===== src/rtl/core/pipc_pkg.sv =====
`default_nettype none

package pipc_pkg;

  localparam int COORD_BITS_DEF = 30;
  localparam int OUT_W          = 8;

  typedef struct packed {
    logic s1;
    logic s2;
    logic s3;
    logic s4;
    logic s5;
  } pipc_load_t;

endpackage

`default_nettype wire


===== src/rtl/core/pipc_front.sv =====
`default_nettype none

module pipc_front #(
  parameter int COORD_BITS = pipc_pkg::COORD_BITS_DEF
) (
  input  wire                        clk,
  input  pipc_pkg::pipc_load_t       load,
  input  wire  [COORD_BITS-1:0]      query_x,
  input  wire  [COORD_BITS-1:0]      query_y,
  input  wire  [COORD_BITS-1:0]      query_end_x,
  input  wire  [COORD_BITS-1:0]      query_end_y,
  input  wire  [COORD_BITS-1:0]      edge_start_x,
  input  wire  [COORD_BITS-1:0]      edge_start_y,
  input  wire  [COORD_BITS-1:0]      edge_end_x,
  input  wire  [COORD_BITS-1:0]      edge_end_y,
  output logic [COORD_BITS:0]        vx,
  output logic [COORD_BITS:0]        vy,
  output logic [COORD_BITS:0]        mx,
  output logic [COORD_BITS:0]        my,
  output logic [COORD_BITS-1:0]      ax,
  output logic [COORD_BITS-1:0]      ay,
  output logic [COORD_BITS-1:0]      by,
  output logic [COORD_BITS:0]        dx,
  output logic [COORD_BITS:0]        dy
);
  import pipc_pkg::*;

  localparam int N = COORD_BITS;

  logic [N-1:0] qx1_r, qy1_r, ex1_r, ey1_r, ax1_r, ay1_r, bx1_r, by1_r;

  logic [N:0]   dqx_nxt, dqy_nxt, dx2_nxt, dy2_nxt;
  logic [N:0]   dqx2_r, dqy2_r, dx2_r, dy2_r;
  logic [N-1:0] qx2_r, qy2_r, ax2_r, ay2_r, by2_r;

  logic [N:0]   adjx, adjy, mx_nxt, my_nxt;
  logic [N-1:0] hx, hy;
  logic [N:0]   mx3_r, my3_r, dx3_r, dy3_r;
  logic [N-1:0] qx3_r, qy3_r, ax3_r, ay3_r, by3_r;

  always_ff @(posedge clk) begin
    if (load.s1) begin
      qx1_r <= query_x;
      qy1_r <= query_y;
      ex1_r <= query_end_x;
      ey1_r <= query_end_y;
      ax1_r <= edge_start_x;
      ay1_r <= edge_start_y;
      bx1_r <= edge_end_x;
      by1_r <= edge_end_y;
    end
  end

  assign dqx_nxt = {ex1_r[N-1], ex1_r} - {qx1_r[N-1], qx1_r};
  assign dqy_nxt = {ey1_r[N-1], ey1_r} - {qy1_r[N-1], qy1_r};
  assign dx2_nxt = {bx1_r[N-1], bx1_r} - {ax1_r[N-1], ax1_r};
  assign dy2_nxt = {by1_r[N-1], by1_r} - {ay1_r[N-1], ay1_r};

  always_ff @(posedge clk) begin
    if (load.s2) begin
      dqx2_r <= dqx_nxt;
      dqy2_r <= dqy_nxt;
      dx2_r  <= dx2_nxt;
      dy2_r  <= dy2_nxt;
      qx2_r  <= qx1_r;
      qy2_r  <= qy1_r;
      ax2_r  <= ax1_r;
      ay2_r  <= ay1_r;
      by2_r  <= by1_r;
    end
  end

  // halve toward zero: add one before the arithmetic shift when negative
  assign adjx   = dqx2_r + {{N{1'b0}}, dqx2_r[N]};
  assign adjy   = dqy2_r + {{N{1'b0}}, dqy2_r[N]};
  assign hx     = adjx[N:1];
  assign hy     = adjy[N:1];
  assign mx_nxt = {qx2_r[N-1], qx2_r} + {hx[N-1], hx};
  assign my_nxt = {qy2_r[N-1], qy2_r} + {hy[N-1], hy};

  always_ff @(posedge clk) begin
    if (load.s3) begin
      mx3_r <= mx_nxt;
      my3_r <= my_nxt;
      dx3_r <= dx2_r;
      dy3_r <= dy2_r;
      qx3_r <= qx2_r;
      qy3_r <= qy2_r;
      ax3_r <= ax2_r;
      ay3_r <= ay2_r;
      by3_r <= by2_r;
    end
  end

  assign vx = {qx3_r[N-1], qx3_r};
  assign vy = {qy3_r[N-1], qy3_r};
  assign mx = mx3_r;
  assign my = my3_r;
  assign ax = ax3_r;
  assign ay = ay3_r;
  assign by = by3_r;
  assign dx = dx3_r;
  assign dy = dy3_r;

endmodule

`default_nettype wire


===== config.mk =====
export PLATFORM = sky130hd
export DESIGN_NAME = pipc_front
export DESIGN_NICKNAME = d
export VERILOG_FILES = /design/src/rtl/core/pipc_pkg.sv /design/src/rtl/core/pipc_front.sv
export SDC_FILE = /design/constraint.sdc
export NUM_CORES = 1
export LEC_CHECK = 0
export CAP_MARGIN = 10
export CORE_ASPECT_RATIO = 1.2
export CORE_MARGIN = 8
export CORE_UTILIZATION = 65
export DETAILED_ROUTE_END_ITERATION = 16
export DONT_BUFFER_PORTS = 1
export GPL_ROUTABILITY_DRIVEN = 0
export GPL_TIMING_DRIVEN = 0
export PLACE_DENSITY_LB_ADDON = 0.15
export SYNTH_ARGS = -nofsm -noshare
export SYNTH_HDL_FRONTEND = slang
export SYNTH_SLANG_ARGS = --single-unit

===== constraint.sdc =====
create_clock -name clk -period 6.1 [get_ports clk]
set_clock_uncertainty 0.2 [all_clocks]
set_input_delay 0.305 -clock clk [delete_from_list [all_inputs] [get_ports clk]]
set_output_delay 0.305 -clock clk [all_outputs]
set_load 0.1 [all_outputs]

# --- Word-level counts from Yosys, hierarchy flattened ---
# Cells that the tools add are included.
totals:
  regBits: 788
  inputBits: 246
  output_inout_bits: 276
  elab_cells: 34
op_classes:
  addsub: 8
op_table:
  columns: ["operator", "count"]
  rows:
  - ["subtractor 30 x 30 -> 31 bit", 4]
  - ["adder 30 x 30 -> 31 bit", 2]
  - ["adder 31 x 1 -> 31 bit", 2]

# --- Depth between registers and ports, before layout ---
# Gate-level depths: netlist of run 1.
logic_depth:
  word_depth: 2
  mapped_depth: 18
  ltp_nobuf: 17

# --- Worst setup path after synthesis of run 1 ---
# OpenSTA, ideal clock, no wires.
synth_path:
  path_type: "flip-flop to flip-flop"
  start: "register dqx2_r[30]"
  end: "register mx3_r[28], in the netlist mx[28], data pin"
  setup_ps: 260
  arrival_ps: 3663
  required_ps: 5640
  path_slack_ps: 1977
  path_stages_with_launch: 17
  n_path_buf: 0
  period_less_slack_ps: 4123
  path_cell_list: "edfxtp_1 and2_1 ha_1 nand2_1 nor3_1 nand3_1 xnor2_1 ha_1 a21o_1 a21o_1 a21oi_1 o22ai_1 nor4_2 nor3b_1 a221o_1 a221o_1 xor2_1"
synth_between:
  elab_chain_cells: 2
synth_lines:
  columns: ["item", "line_no", "text"]
  rows:
  - ["start: declaration", "pipc_front.sv:33", "logic [N:0] dqx2_r, dqy2_r, dx2_r, dy2_r;"]
  - ["start signal: assignment", "pipc_front.sv:61", "dqx2_r <= dqx_nxt;"]
  - ["adder 31 x 1 -> 31 bit", "pipc_front.sv:74", "assign adjx = dqx2_r + {{N{1'b0}}, dqx2_r[N]};"]
  - ["adder 30 x 30 -> 31 bit", "pipc_front.sv:78", "assign mx_nxt = {qx2_r[N-1], qx2_r} + {hx[N-1], hx};"]
  - ["net mx_nxt[28]", "pipc_front.sv:36", "logic [N:0] adjx, adjy, mx_nxt, my_nxt;"]
  - ["end signal: assignment", "pipc_front.sv:83", "mx3_r <= mx_nxt;"]
  - ["end: declaration", "pipc_front.sv:38", "logic [N:0] mx3_r, my3_r, dx3_r, dy3_r;"]
# The timed path passes the listed nets, and every way through them passes these cells.
# A chain may end at the register's enable or synchronous reset.

# --- Worst setup path after layout of run 1 ---
layout_path:
  start: "register dqx2_r[30]"
  end: "register mx3_r[30], in the netlist mx[30], data pin"
# Same word-level chain as after synthesis.

==> impl_metrics.tcl, run 1 <==
set metrics [dict create \
    status "finished, violations left" \
    cpLargestDelayFamily "compound AO/OA/AOI/OAI gates" \
    worst_setup_path_end_kind "flop" \
    final_cell_mix "edfxtp_1 (788), dlygate4sd3_1 (240), ha_1 (182)" \
    initial_core_util_pct 65.8 \
    syn_inst 2263 \
    placed_area_sq_um 34700 \
    grt_pass1_vias 20900 \
    gr-usage-all-layers_pct 27.6 \
    cp_num_buf_inv 0 \
    critPathSlowestCell "nor3_1" \
    synth_area_sq_um 33800 \
    via_per_inst 6.10 \
    ys_seq_area_share_pct 70.0 \
    fin_util_pct 77.2 \
    start_kind "flop" \
    crit_cells 16 \
    hold_slack_ps -399 \
    synth-async-reset-ratio_pct 0 \
    max_stage_delay_ps 780 \
    ys_warn_count 0 \
    insertion_delay_ps 630 \
    cts_root_buf "clkbuf_16" \
    route.detailed.drc 0 \
    slew_viol_final 0 \
    period_share_pct 82.8 \
    ctsHoldBuffers 241 \
    cts_setup_buffers 0 \
    ys_seq_elements 788 \
    antenna_found_initial 19 \
    fin_ws_ps 1050 \
    overflow 0 \
    crit_required_ps 6330 \
    setup_viol_count_final 0 \
    yosysTopAreaCellShare_pct 70.0 \
    wl_mm 84.5 \
    power_frac_clock_pct 30.1 \
    min_period_ps 5050 \
    ant_nets 0 \
    cts_buffer_depth 3 \
    rows 91 \
    switching_share_pct 34.2 \
    r2r_cells 16 \
    peakVddDrop_uv 332 \
    min_from "load[3]" \
    fin_cells 3354 \
    holdPathStages 0 \
    num_io_pins 522 \
    arrival_ps 5280 \
    layout.nets 3016 \
    rsz0062_at_grt "no" \
    cts_tree "built" \
    n_fill_cell 2760 \
    cts_sinks 788 \
    maxCapViolCount 0 \
    path_cells "and2_1 -> ha_1 -> nand2_1 -> nor3_1 -> nand3_1 -> xnor2_1 -> ha_1 -> a21o_1 -> a21o_1 -> a21oi_1 -> o22ai_1 -> nor4_2 -> nor3b_1 -> a221o_1 -> a221o_1 -> a221oi_2" \
    max_freq_ghz 0.198 \
    final_common_cell "edfxtp_1" \
    worst-path-max-fanout 7 \
    p_leak_nw 15.2 \
    fp.dieH_um 266 \
    violations "negative hold slack" \
    dieArea_sq_um 59600 \
    grt_first_pass_wirelength_mm 124 \
    worst_pin_slew_ps 1330 \
    dr_total_vias 20500 \
    comb_power_share_pct 13.9 \
    reg2reg_to "mx[30]" \
    worstHoldPathType "input pin to flop" \
    post-place-ws_ps 975 \
    synth_area_leaders "edfxtp_1 (70%), ha_1 (6.7%), xnor2_1 (3.9%), a21o_1 (2.0%), a21oi_1 (2.0%)" \
    dp_hpwl_mm 53.8 \
    power_mw 15.9 \
    ys_types 67 \
    die_w_um 224 \
    final-hold-violation-count 548 \
    synth_top_flop_cell "edfxtp_1" \
    relSlewSlack_pct 11.0 \
    p_seq_share_pct 56.0 \
    coreArea_sq_um 51400 \
    dp.cells 2960 \
    drive_gt1_share_pct 5.49 \
    cts-resized-gates 0 \
    drtIter0Drc 1670 \
    p_sw_mw 5.45 \
    hold_end "ax2_r[1]" \
    syn_to_final_growth_pct 17.3 \
    cts_made_buffers 76 \
    fin_setup_tns_ps 0 \
    io_buffers 0 \
    stdcell_area_sq_um 39600 \
    routedWlPerCell_um 25.2 \
    cts-htree-levels 3 \
    r2r_slack_ps 1050 \
    synth_edf_count 788 \
    syn-num-nets 2697 \
    synth.avg_cell_area_sq_um 14.9 \
    path_clk_slew_ps 70 \
    r2r-start "dqx2_r[30]" \
    crit_type "flop to flop" \
    post-synth-top-area-cell "edfxtp_1" \
    power.density_nw_per_um2 402 \
    grt_max_degree 275 \
    dr.pass1.iters 6 \
    p_int_mw 10.5 \
]
==> worst max path at each step <==
stage	startpoint	endpoint	slack, ps
6_report	dqx2_r[30]	mx[30]	1050
5_1_grt	dqx2_r[30]	mx[28]	560
4_1_cts	dqx2_r[30]	mx[30]	930
3_5_place_dp	dqx2_r[30]	mx[30]	970
3_3_place_gp	dqx2_r[30]	mx[28]	1070
2_1_floorplan	dqx2_r[30]	mx[28]	1980
==> worst reg2reg max path, delay by kind of cell (launching register included) <==
family	cells	cell delay (ps)
AND/OR/NAND/NOR	6	1700
flip-flops	1	490
AO/OA/AOI/OAI	7	1760
XOR/XNOR	1	170
adder cells (fa/ha/maj)	2	540
==> kinds of logic (layout without fill, tap and decap cells) <==
family	after synthesis	count (layout)	share of synthesized area (%)
buffers and inverters	205	583	2.30
other	0	16	0
XOR/XNOR	215	215	5.57
multiplexers	1	1	0.0333
adder cells (fa/ha/maj)	188	188	7.09
flip-flops	788	788	70.0
AO/OA/AOI/OAI	467	467	8.95
AND/OR/NAND/NOR	399	399	6.04
==> flip-flops by register name, summed over array words and instances (netlist names), 31 cells and up <==
register  count
dy           31
dx2_r        31
my           31
mx           31
dqy2_r       31
dqx2_r       31
dx           31
dy2_r        31
==> cell usage after synthesis (7+ instances only) <==
library cell / number
edfxtp_1: 788
ha_1: 182
inv_1: 178
xnor2_1: 152
a21oi_1: 138
nand2_1: 112
a21o_1: 92
nor2_1: 78
o21ai_0: 76
xor2_1: 63
nand3_1: 48
nand4_1: 28
and3_1: 26
o21a_1: 25
clkbuf_1: 24
o21bai_1: 24
nand2b_1: 23
a31oi_1: 20
nor2b_1: 19
nor3_1: 18
a211oi_1: 14
or2_2: 9
o211ai_1: 8
o31ai_1: 8
a21boi_0: 7
and4_1: 7
o2111ai_1: 7
==> area by class of cell <==
type                            count  area (sq um)  share of cell area (%)
Buffer                             27           110                   0.278
Sequential cell                   788         23700                    59.7
Clock buffer                       95          1990                    5.03
Clock inverter                     42           499                    1.26
Multi-Input combinational cell   1270          9360                    23.6
Tap cell                          697           872                    2.20
Inverter                          178           668                    1.69
Antenna cell                       16          40.0                   0.101
Timing Repair Buffer              241          2430                    6.13
==> layer usage <==
| metal | routed length [um] | track usage (%) |
|---|---|---|
| met5 | 74 | 0 |
| met4 | 4180 | 13.3 |
| met3 | 8480 | 8.72 |
| met2 | 43700 | 49.5 |
| met1 | 28100 | 29.1 |
==> power by group through the flow <==
stage | clock [mW] | sequential, mW | combinational (mW)
2_1_floorplan | 0 | 8.82 | 1.55
3_3_place_gp | 0 | 9.00 | 1.83
3_5_place_dp | 0 | 9.02 | 1.92
4_1_cts | 4.81 | 8.91 | 2.11
5_1_grt | 5.02 | 8.97 | 2.41
6_report | 4.80 | 8.92 | 2.21
Note: power is estimated with default switching activity, not from simulation.
==> run 2, diff against run 1 <==
--- a/config.mk
+++ b/config.mk
@@ -8,7 +8,7 @@
 export CAP_MARGIN = 10
 export CORE_ASPECT_RATIO = 1.2
 export CORE_MARGIN = 8
-export CORE_UTILIZATION = 65
+export CORE_UTILIZATION = 64
 export DETAILED_ROUTE_END_ITERATION = 16
 export DONT_BUFFER_PORTS = 1
 export GPL_ROUTABILITY_DRIVEN = 0
==> constraint.sdc (replaced) <==
create_clock -name clk -period 4.9 [get_ports clk]
set_clock_uncertainty 0.2 [all_clocks]
set_input_delay 0.245 -clock clk [delete_from_list [all_inputs] [get_ports clk]]
set_output_delay 0.245 -clock clk [all_outputs]
set_load 0.1 [all_outputs]
==> impl_metrics.tcl, run 2 (synthesized netlist as in run 1, its figures left out) <==
set metrics [dict create \
    fin_ws_ps 273 \
    cts_buffer_depth 3 \
    violations "negative hold slack" \
    arrival_ps 4790 \
    hold_slack_ps -464 \
    die_w_um 226 \
    relSlewSlack_pct 22.6 \
    path_clk_slew_ps 70 \
    syn_to_final_growth_pct 16.8 \
    worst-path-max-fanout 7 \
    status "finished, violations left" \
    drive_gt1_share_pct 5.38 \
    worst_setup_path_end_kind "flop" \
    num_io_pins 522 \
    crit_required_ps 5060 \
    overflow 0 \
    period_share_pct 94.4 \
    routedWlPerCell_um 24.6 \
    cts_made_buffers 75 \
    final_cell_mix "edfxtp_1 (788), dlygate4sd3_1 (240), ha_1 (182)" \
    via_per_inst 6.03 \
    start_kind "flop" \
    setup_viol_count_final 0 \
    power.density_nw_per_um2 492 \
    io_buffers 0 \
    rows 92 \
    dp_hpwl_mm 54.5 \
    max_freq_ghz 0.216 \
    initial_core_util_pct 64.5 \
    antenna_found_initial 16 \
    grt_pass1_vias 20900 \
    gr-usage-all-layers_pct 26.4 \
    cts-htree-levels 3 \
    route.detailed.drc 0 \
    drtIter0Drc 1618 \
    slew_viol_final 0 \
    cts_root_buf "clkbuf_16" \
    maxCapViolCount 0 \
    min_period_ps 4630 \
    post-place-ws_ps -345 \
    fp.dieH_um 268 \
    dieArea_sq_um 60400 \
    coreArea_sq_um 52400 \
    fin_cells 3359 \
    dp.cells 2968 \
    worstHoldPathType "input pin to flop" \
    p_leak_nw 15.1 \
    final-hold-violation-count 632 \
    dr_total_vias 20200 \
    cts_tree "built" \
    final_common_cell "edfxtp_1" \
    cts_sinks 788 \
    worst_pin_slew_ps 1160 \
    grt_max_degree 275 \
    peakVddDrop_uv 383 \
    crit_type "flop to flop" \
    grt_first_pass_wirelength_mm 121 \
    ctsHoldBuffers 240 \
    insertion_delay_ps 620 \
    ant_nets 0 \
    wl_mm 82.5 \
    layout.nets 3015 \
    dr.pass1.iters 5 \
]
==> run 2: cell count changes in the layout (fill, tap and decap cells not counted), sizes merged <==
cell and delta:
bufinv -3, clkbuf -4, clkinv +7, clkinvlp -1, inv -2
==> run 2: layout make-up <==
| class | count | area [sq um] |
|---|---|---|
| clock buffers | 91 | 1960 |
| multi-input cells | 1270 | 9380 |
| inverters | 178 | 668 |
| clock inverters | 43 | 364 |
| well taps | 705 | 882 |
| repair buffers | 241 | 2410 |
| fillers | 2903 | 12900 |
| plain buffers | 27 | 110 |
| flip-flops and latches | 788 | 23700 |
| diodes | 16 | 40.0 |
==> run 2: metrics by stage <==
stage / util (%) / power [mW] / setup TNS (ps) / cell area [sq um]
after floorplan: - / 12.9 / 0 / 33800
after global placement: 66.2 / 13.5 / -888 / 34700
after detailed placement: 66.2 / 13.6 / -1240 / 34700
after CTS: 75.3 / 19.4 / 0 / 39400
after global routing: 75.3 / 20.0 / -2.22 / 39500
final: 75.4 / 19.4 / 0 / 39500
==> run 2: worst max-delay path, stage by stage, from the launching register on <==
cell and delay, ps:
edfxtp_1 550, and2_1 210, ha_1 210, nand2_1 130, nor3_4 320, nand3_1 150
xnor2_1 150, ha_1 350, a21o_1 200, a21o_1 180, a21oi_1 180, o22ai_1 160
nor4_2 320, nor3b_2 130, a221o_1 380, a221o_1 390, xor2_1 150
==> run 2: power by group <==
part / switching [mW] / internal [mW] / total [mW]
clock network: 2.49 / 3.13 / 5.62
logic: 1.49 / 1.20 / 2.69
registers: 2.62 / 8.48 / 11.1
==> run 2: metal layers <==
| layer | vias up | share of wire [%] | global-route usage [%] |
|---|---|---|---|
| li1 | 9149 | - | - |
| met1 | 9783 | 34 | 28.1 |
| met2 | 1073 | 52 | 47.5 |
| met3 | 220 | 9.8 | 8.33 |
| met4 | 16 | 4.3 | 11.8 |
| met5 | - | 0.12 | 0 |
==> run 2: repair_timing <==
| action | CTS | global route |
|---|---|---|
| pin swaps | 0 | 1 |
| cloned | 0 | 0 |
| setup endpoints to repair | 6 | 5 |
| gates resized for setup | 3 | 2 |
| buffers inserted | 0 | 1 |
| hold endpoints to repair | 1028 | 788 |
==> run 2: final timing paths <==
kind,from,end,slack [ps],cells after the start
max,dqx2_r[30],mx[28],270,16
min,load[4],ax1_r[25],-460,0
max reg2reg,dqx2_r[30],mx[28],270,16
min reg2reg,ax2_r[9],ax[9],210,0
==> run 3, diff against run 2 <==
--- a/config.mk
+++ b/config.mk
@@ -5,10 +5,13 @@
 export SDC_FILE = /design/constraint.sdc
 export NUM_CORES = 1
 export LEC_CHECK = 0
+export ABC_AREA = 1
 export CAP_MARGIN = 10
+export CELL_PAD_IN_SITES_DETAIL_PLACEMENT = 0
+export CELL_PAD_IN_SITES_GLOBAL_PLACEMENT = 2
 export CORE_ASPECT_RATIO = 1.2
 export CORE_MARGIN = 8
-export CORE_UTILIZATION = 64
+export CORE_UTILIZATION = 40
 export DETAILED_ROUTE_END_ITERATION = 16
 export DONT_BUFFER_PORTS = 1
 export GPL_ROUTABILITY_DRIVEN = 0
==> impl_metrics.tcl, run 3 <==
set metrics [dict create \
    status "finished, violations left" \
    violations "negative hold slack" \
    synth_top_family_by_area "simple AND/OR/NAND/NOR gates" \
    peakVddDrop_uv 310 \
    dr_total_vias 27300 \
    post-synth-top-area-cell "edfxtp_1" \
    via_per_inst 4.60 \
    fp.dieH_um 359 \
    min_period_ps 3540 \
    synth_top_flop_cell "edfxtp_1" \
    worst_pin_slew_ps 1110 \
    dp.cells 5326 \
    routedWlPerCell_um 19.0 \
    hold_slack_ps -490 \
    synthSimpleGateAreaFrac_pct 20.5 \
    power_frac_clock_pct 30.4 \
    synth_area_sq_um 39200 \
    wl_mm 113 \
    start_kind "flop" \
    cts_tree "built" \
    ctsHoldBuffers 456 \
    maxCapViolCount 0 \
    synth_common_cells "nand2_1 (1378), inv_1 (815), edfxtp_1 (788)" \
    max_freq_ghz 0.283 \
    final_common_cell "nand2_1" \
    cts-resized-gates 0 \
    p_leak_nw 22.2 \
    syn_to_final_growth_pct 22.7 \
    cts_root_buf "clkbuf_16" \
    synthMuxAreaShare_pct 0 \
    cts-htree-levels 3 \
    setup_viol_count_final 0 \
    crit_required_ps 5100 \
    overflow 0 \
    syn_inst 4056 \
    synth_most_common_cell "nand2_1" \
    synth_area_leaders "edfxtp_1 (60%), nand2_1 (13%), inv_1 (7.8%), ha_1 (5.8%), nor2_1 (2.8%)" \
    power.density_nw_per_um2 434 \
    num_io_pins 522 \
    switching_share_pct 35.9 \
    drtIter0Drc 1411 \
    worst-path-max-fanout 5 \
    drive_gt1_share_pct 3.41 \
    cts_buffer_depth 3 \
    dp_hpwl_mm 83.9 \
    ys_warn_count 0 \
    n_fill_cell 8910 \
    final-hold-violation-count 554 \
    dieArea_sq_um 108000 \
    ys_seq_elements 788 \
    relSlewSlack_pct 25.9 \
    p_sw_mw 7.49 \
    comb_power_share_pct 17.2 \
    rows 125 \
    grt_pass1_vias 28100 \
    period_share_pct 72.2 \
    cts_sinks 788 \
    arrival_ps 3730 \
    p_int_mw 13.4 \
    layout.nets 5031 \
    gr-usage-all-layers_pct 20.6 \
    initial_core_util_pct 40.4 \
    synthXorXnorAreaFrac_pct 2.84 \
    synth_compound_area_share_pct 2.23 \
    yosys.area_share.adder_pct 6.12 \
    fin_setup_tns_ps 0 \
    insertion_delay_ps 670 \
    grt_max_degree 275 \
    cts_setup_buffers 0 \
    p_seq_share_pct 52.4 \
    rsz0062_at_grt "no" \
    io_buffers 0 \
    path_clk_slew_ps 60 \
    grt_first_pass_wirelength_mm 168 \
    synth_edf_count 788 \
    final_cell_mix "nand2_1 (1378), inv_1 (815), edfxtp_1 (788)" \
    fin_cells 5938 \
    synth.avg_cell_area_sq_um 9.65 \
    synth-async-reset-ratio_pct 0 \
    ys_types 32 \
    dr.pass1.iters 5 \
    yosysTopAreaCellShare_pct 60.4 \
    worstHoldPathType "input pin to flop" \
    syn-num-nets 4490 \
    route.detailed.drc 0 \
    cts_made_buffers 83 \
    ant_nets 0 \
    ys_seq_area_share_pct 60.4 \
    worst_setup_path_end_kind "flop" \
    die_w_um 302 \
    crit_type "flop to flop" \
    slew_viol_final 0 \
    antenna_found_initial 7 \
    coreArea_sq_um 97000 \
]
[run 3: cell types whose count changed after synthesis, sizes merged, moves of 79 or more]
cell	previous run	this run
a21o	92	6
nand3	50	195
o21ai	79	0
nor2	78	304
nand2	112	1387
xnor2	152	12
inv	178	819
[run 3: worst paths after layout]
check / from / endpoint / slack (ps) / cells past startpoint
worst min-delay path: load[4] / ax1_r[0] / -490 / 0
worst min register to register: ax2_r[19] / ax[19] / 210 / 0
worst max-delay path: dqx2_r[30] / mx[30] / 1360 / 18
worst max register to register: dqx2_r[30] / mx[30] / 1360 / 18
[run 3: layer usage]
metal  global-route usage (%)  share of wire, %
met1                     24.6                42
met2                     36.6                50
met3                     5.48               6.8
met4                     5.29               2.0
met5                        0             0.036
[run 3: metrics by stage]
stage | util [%] | hold WS (ps) | worst slack, ps | power, mW | cell area [sq um]
after global placement | 42.0 | 144 | 1300 | 14.4 | 40700
after floorplan | - | 144 | 2000 | 13.2 | 39200
after CTS | 49.5 | -546 | 1310 | 21.0 | 48000
after detailed placement | 42.0 | 144 | 1290 | 14.4 | 40700
after global routing | 49.5 | -541 | 1030 | 21.9 | 48000
final | 49.6 | -490 | 1360 | 20.8 | 48100
[run 3: logic make-up (layout without fill, tap and decap cells)]
| logic type | count (synthesis) | after routing |
|---|---|---|
| simple gates | 1972 | 1972 |
| buf+inv | 821 | 1428 |
| flops | 788 | 788 |
| fa+ha+maj | 188 | 188 |
| compound gates | 160 | 160 |
| xor+xnor | 127 | 127 |
| other cells | 0 | 5 |
[run 3: power by group through the flow]
stage                     Clock (mW)  Sequential [mW]  Combinational [mW]
after global routing            6.74             11.0                4.12
after floorplan                    0             10.8                2.40
after detailed placement           0             11.1                3.33
after CTS                       6.47             10.9                3.64
final                           6.33             10.9                3.59
after global placement             0             11.1                3.33
[run 3: critical path, cell delays in order (launching register included)]
cell	delay (ps)
edfxtp_1	460
nand2_1	120
inv_1	60
ha_1	180
nand2_2	80
nor2_4	150
nand2_4	90
nor3_1	420
nand2_1	150
xor2_1	170
inv_1	60
ha_1	350
a21o_1	200
nor2_1	120
nand2_1	60
a21oi_1	180
nand2_1	80
nand2_1	60
nand2_1	90
[run 3: area by class of cell]
cell class	instances	area (sq um)	share of cell area, %
Antenna cell	5	12.5	0.0260
Buffer	2	15.0	0.0312
Clock buffer	94	2140	4.45
Clock inverter	57	599	1.25
Inverter	819	3070	6.40
Multi-Input combinational cell	2447	12400	25.8
Sequential cell	788	23700	49.2
Tap cell	1270	1590	3.31
Timing Repair Buffer	456	4560	9.50
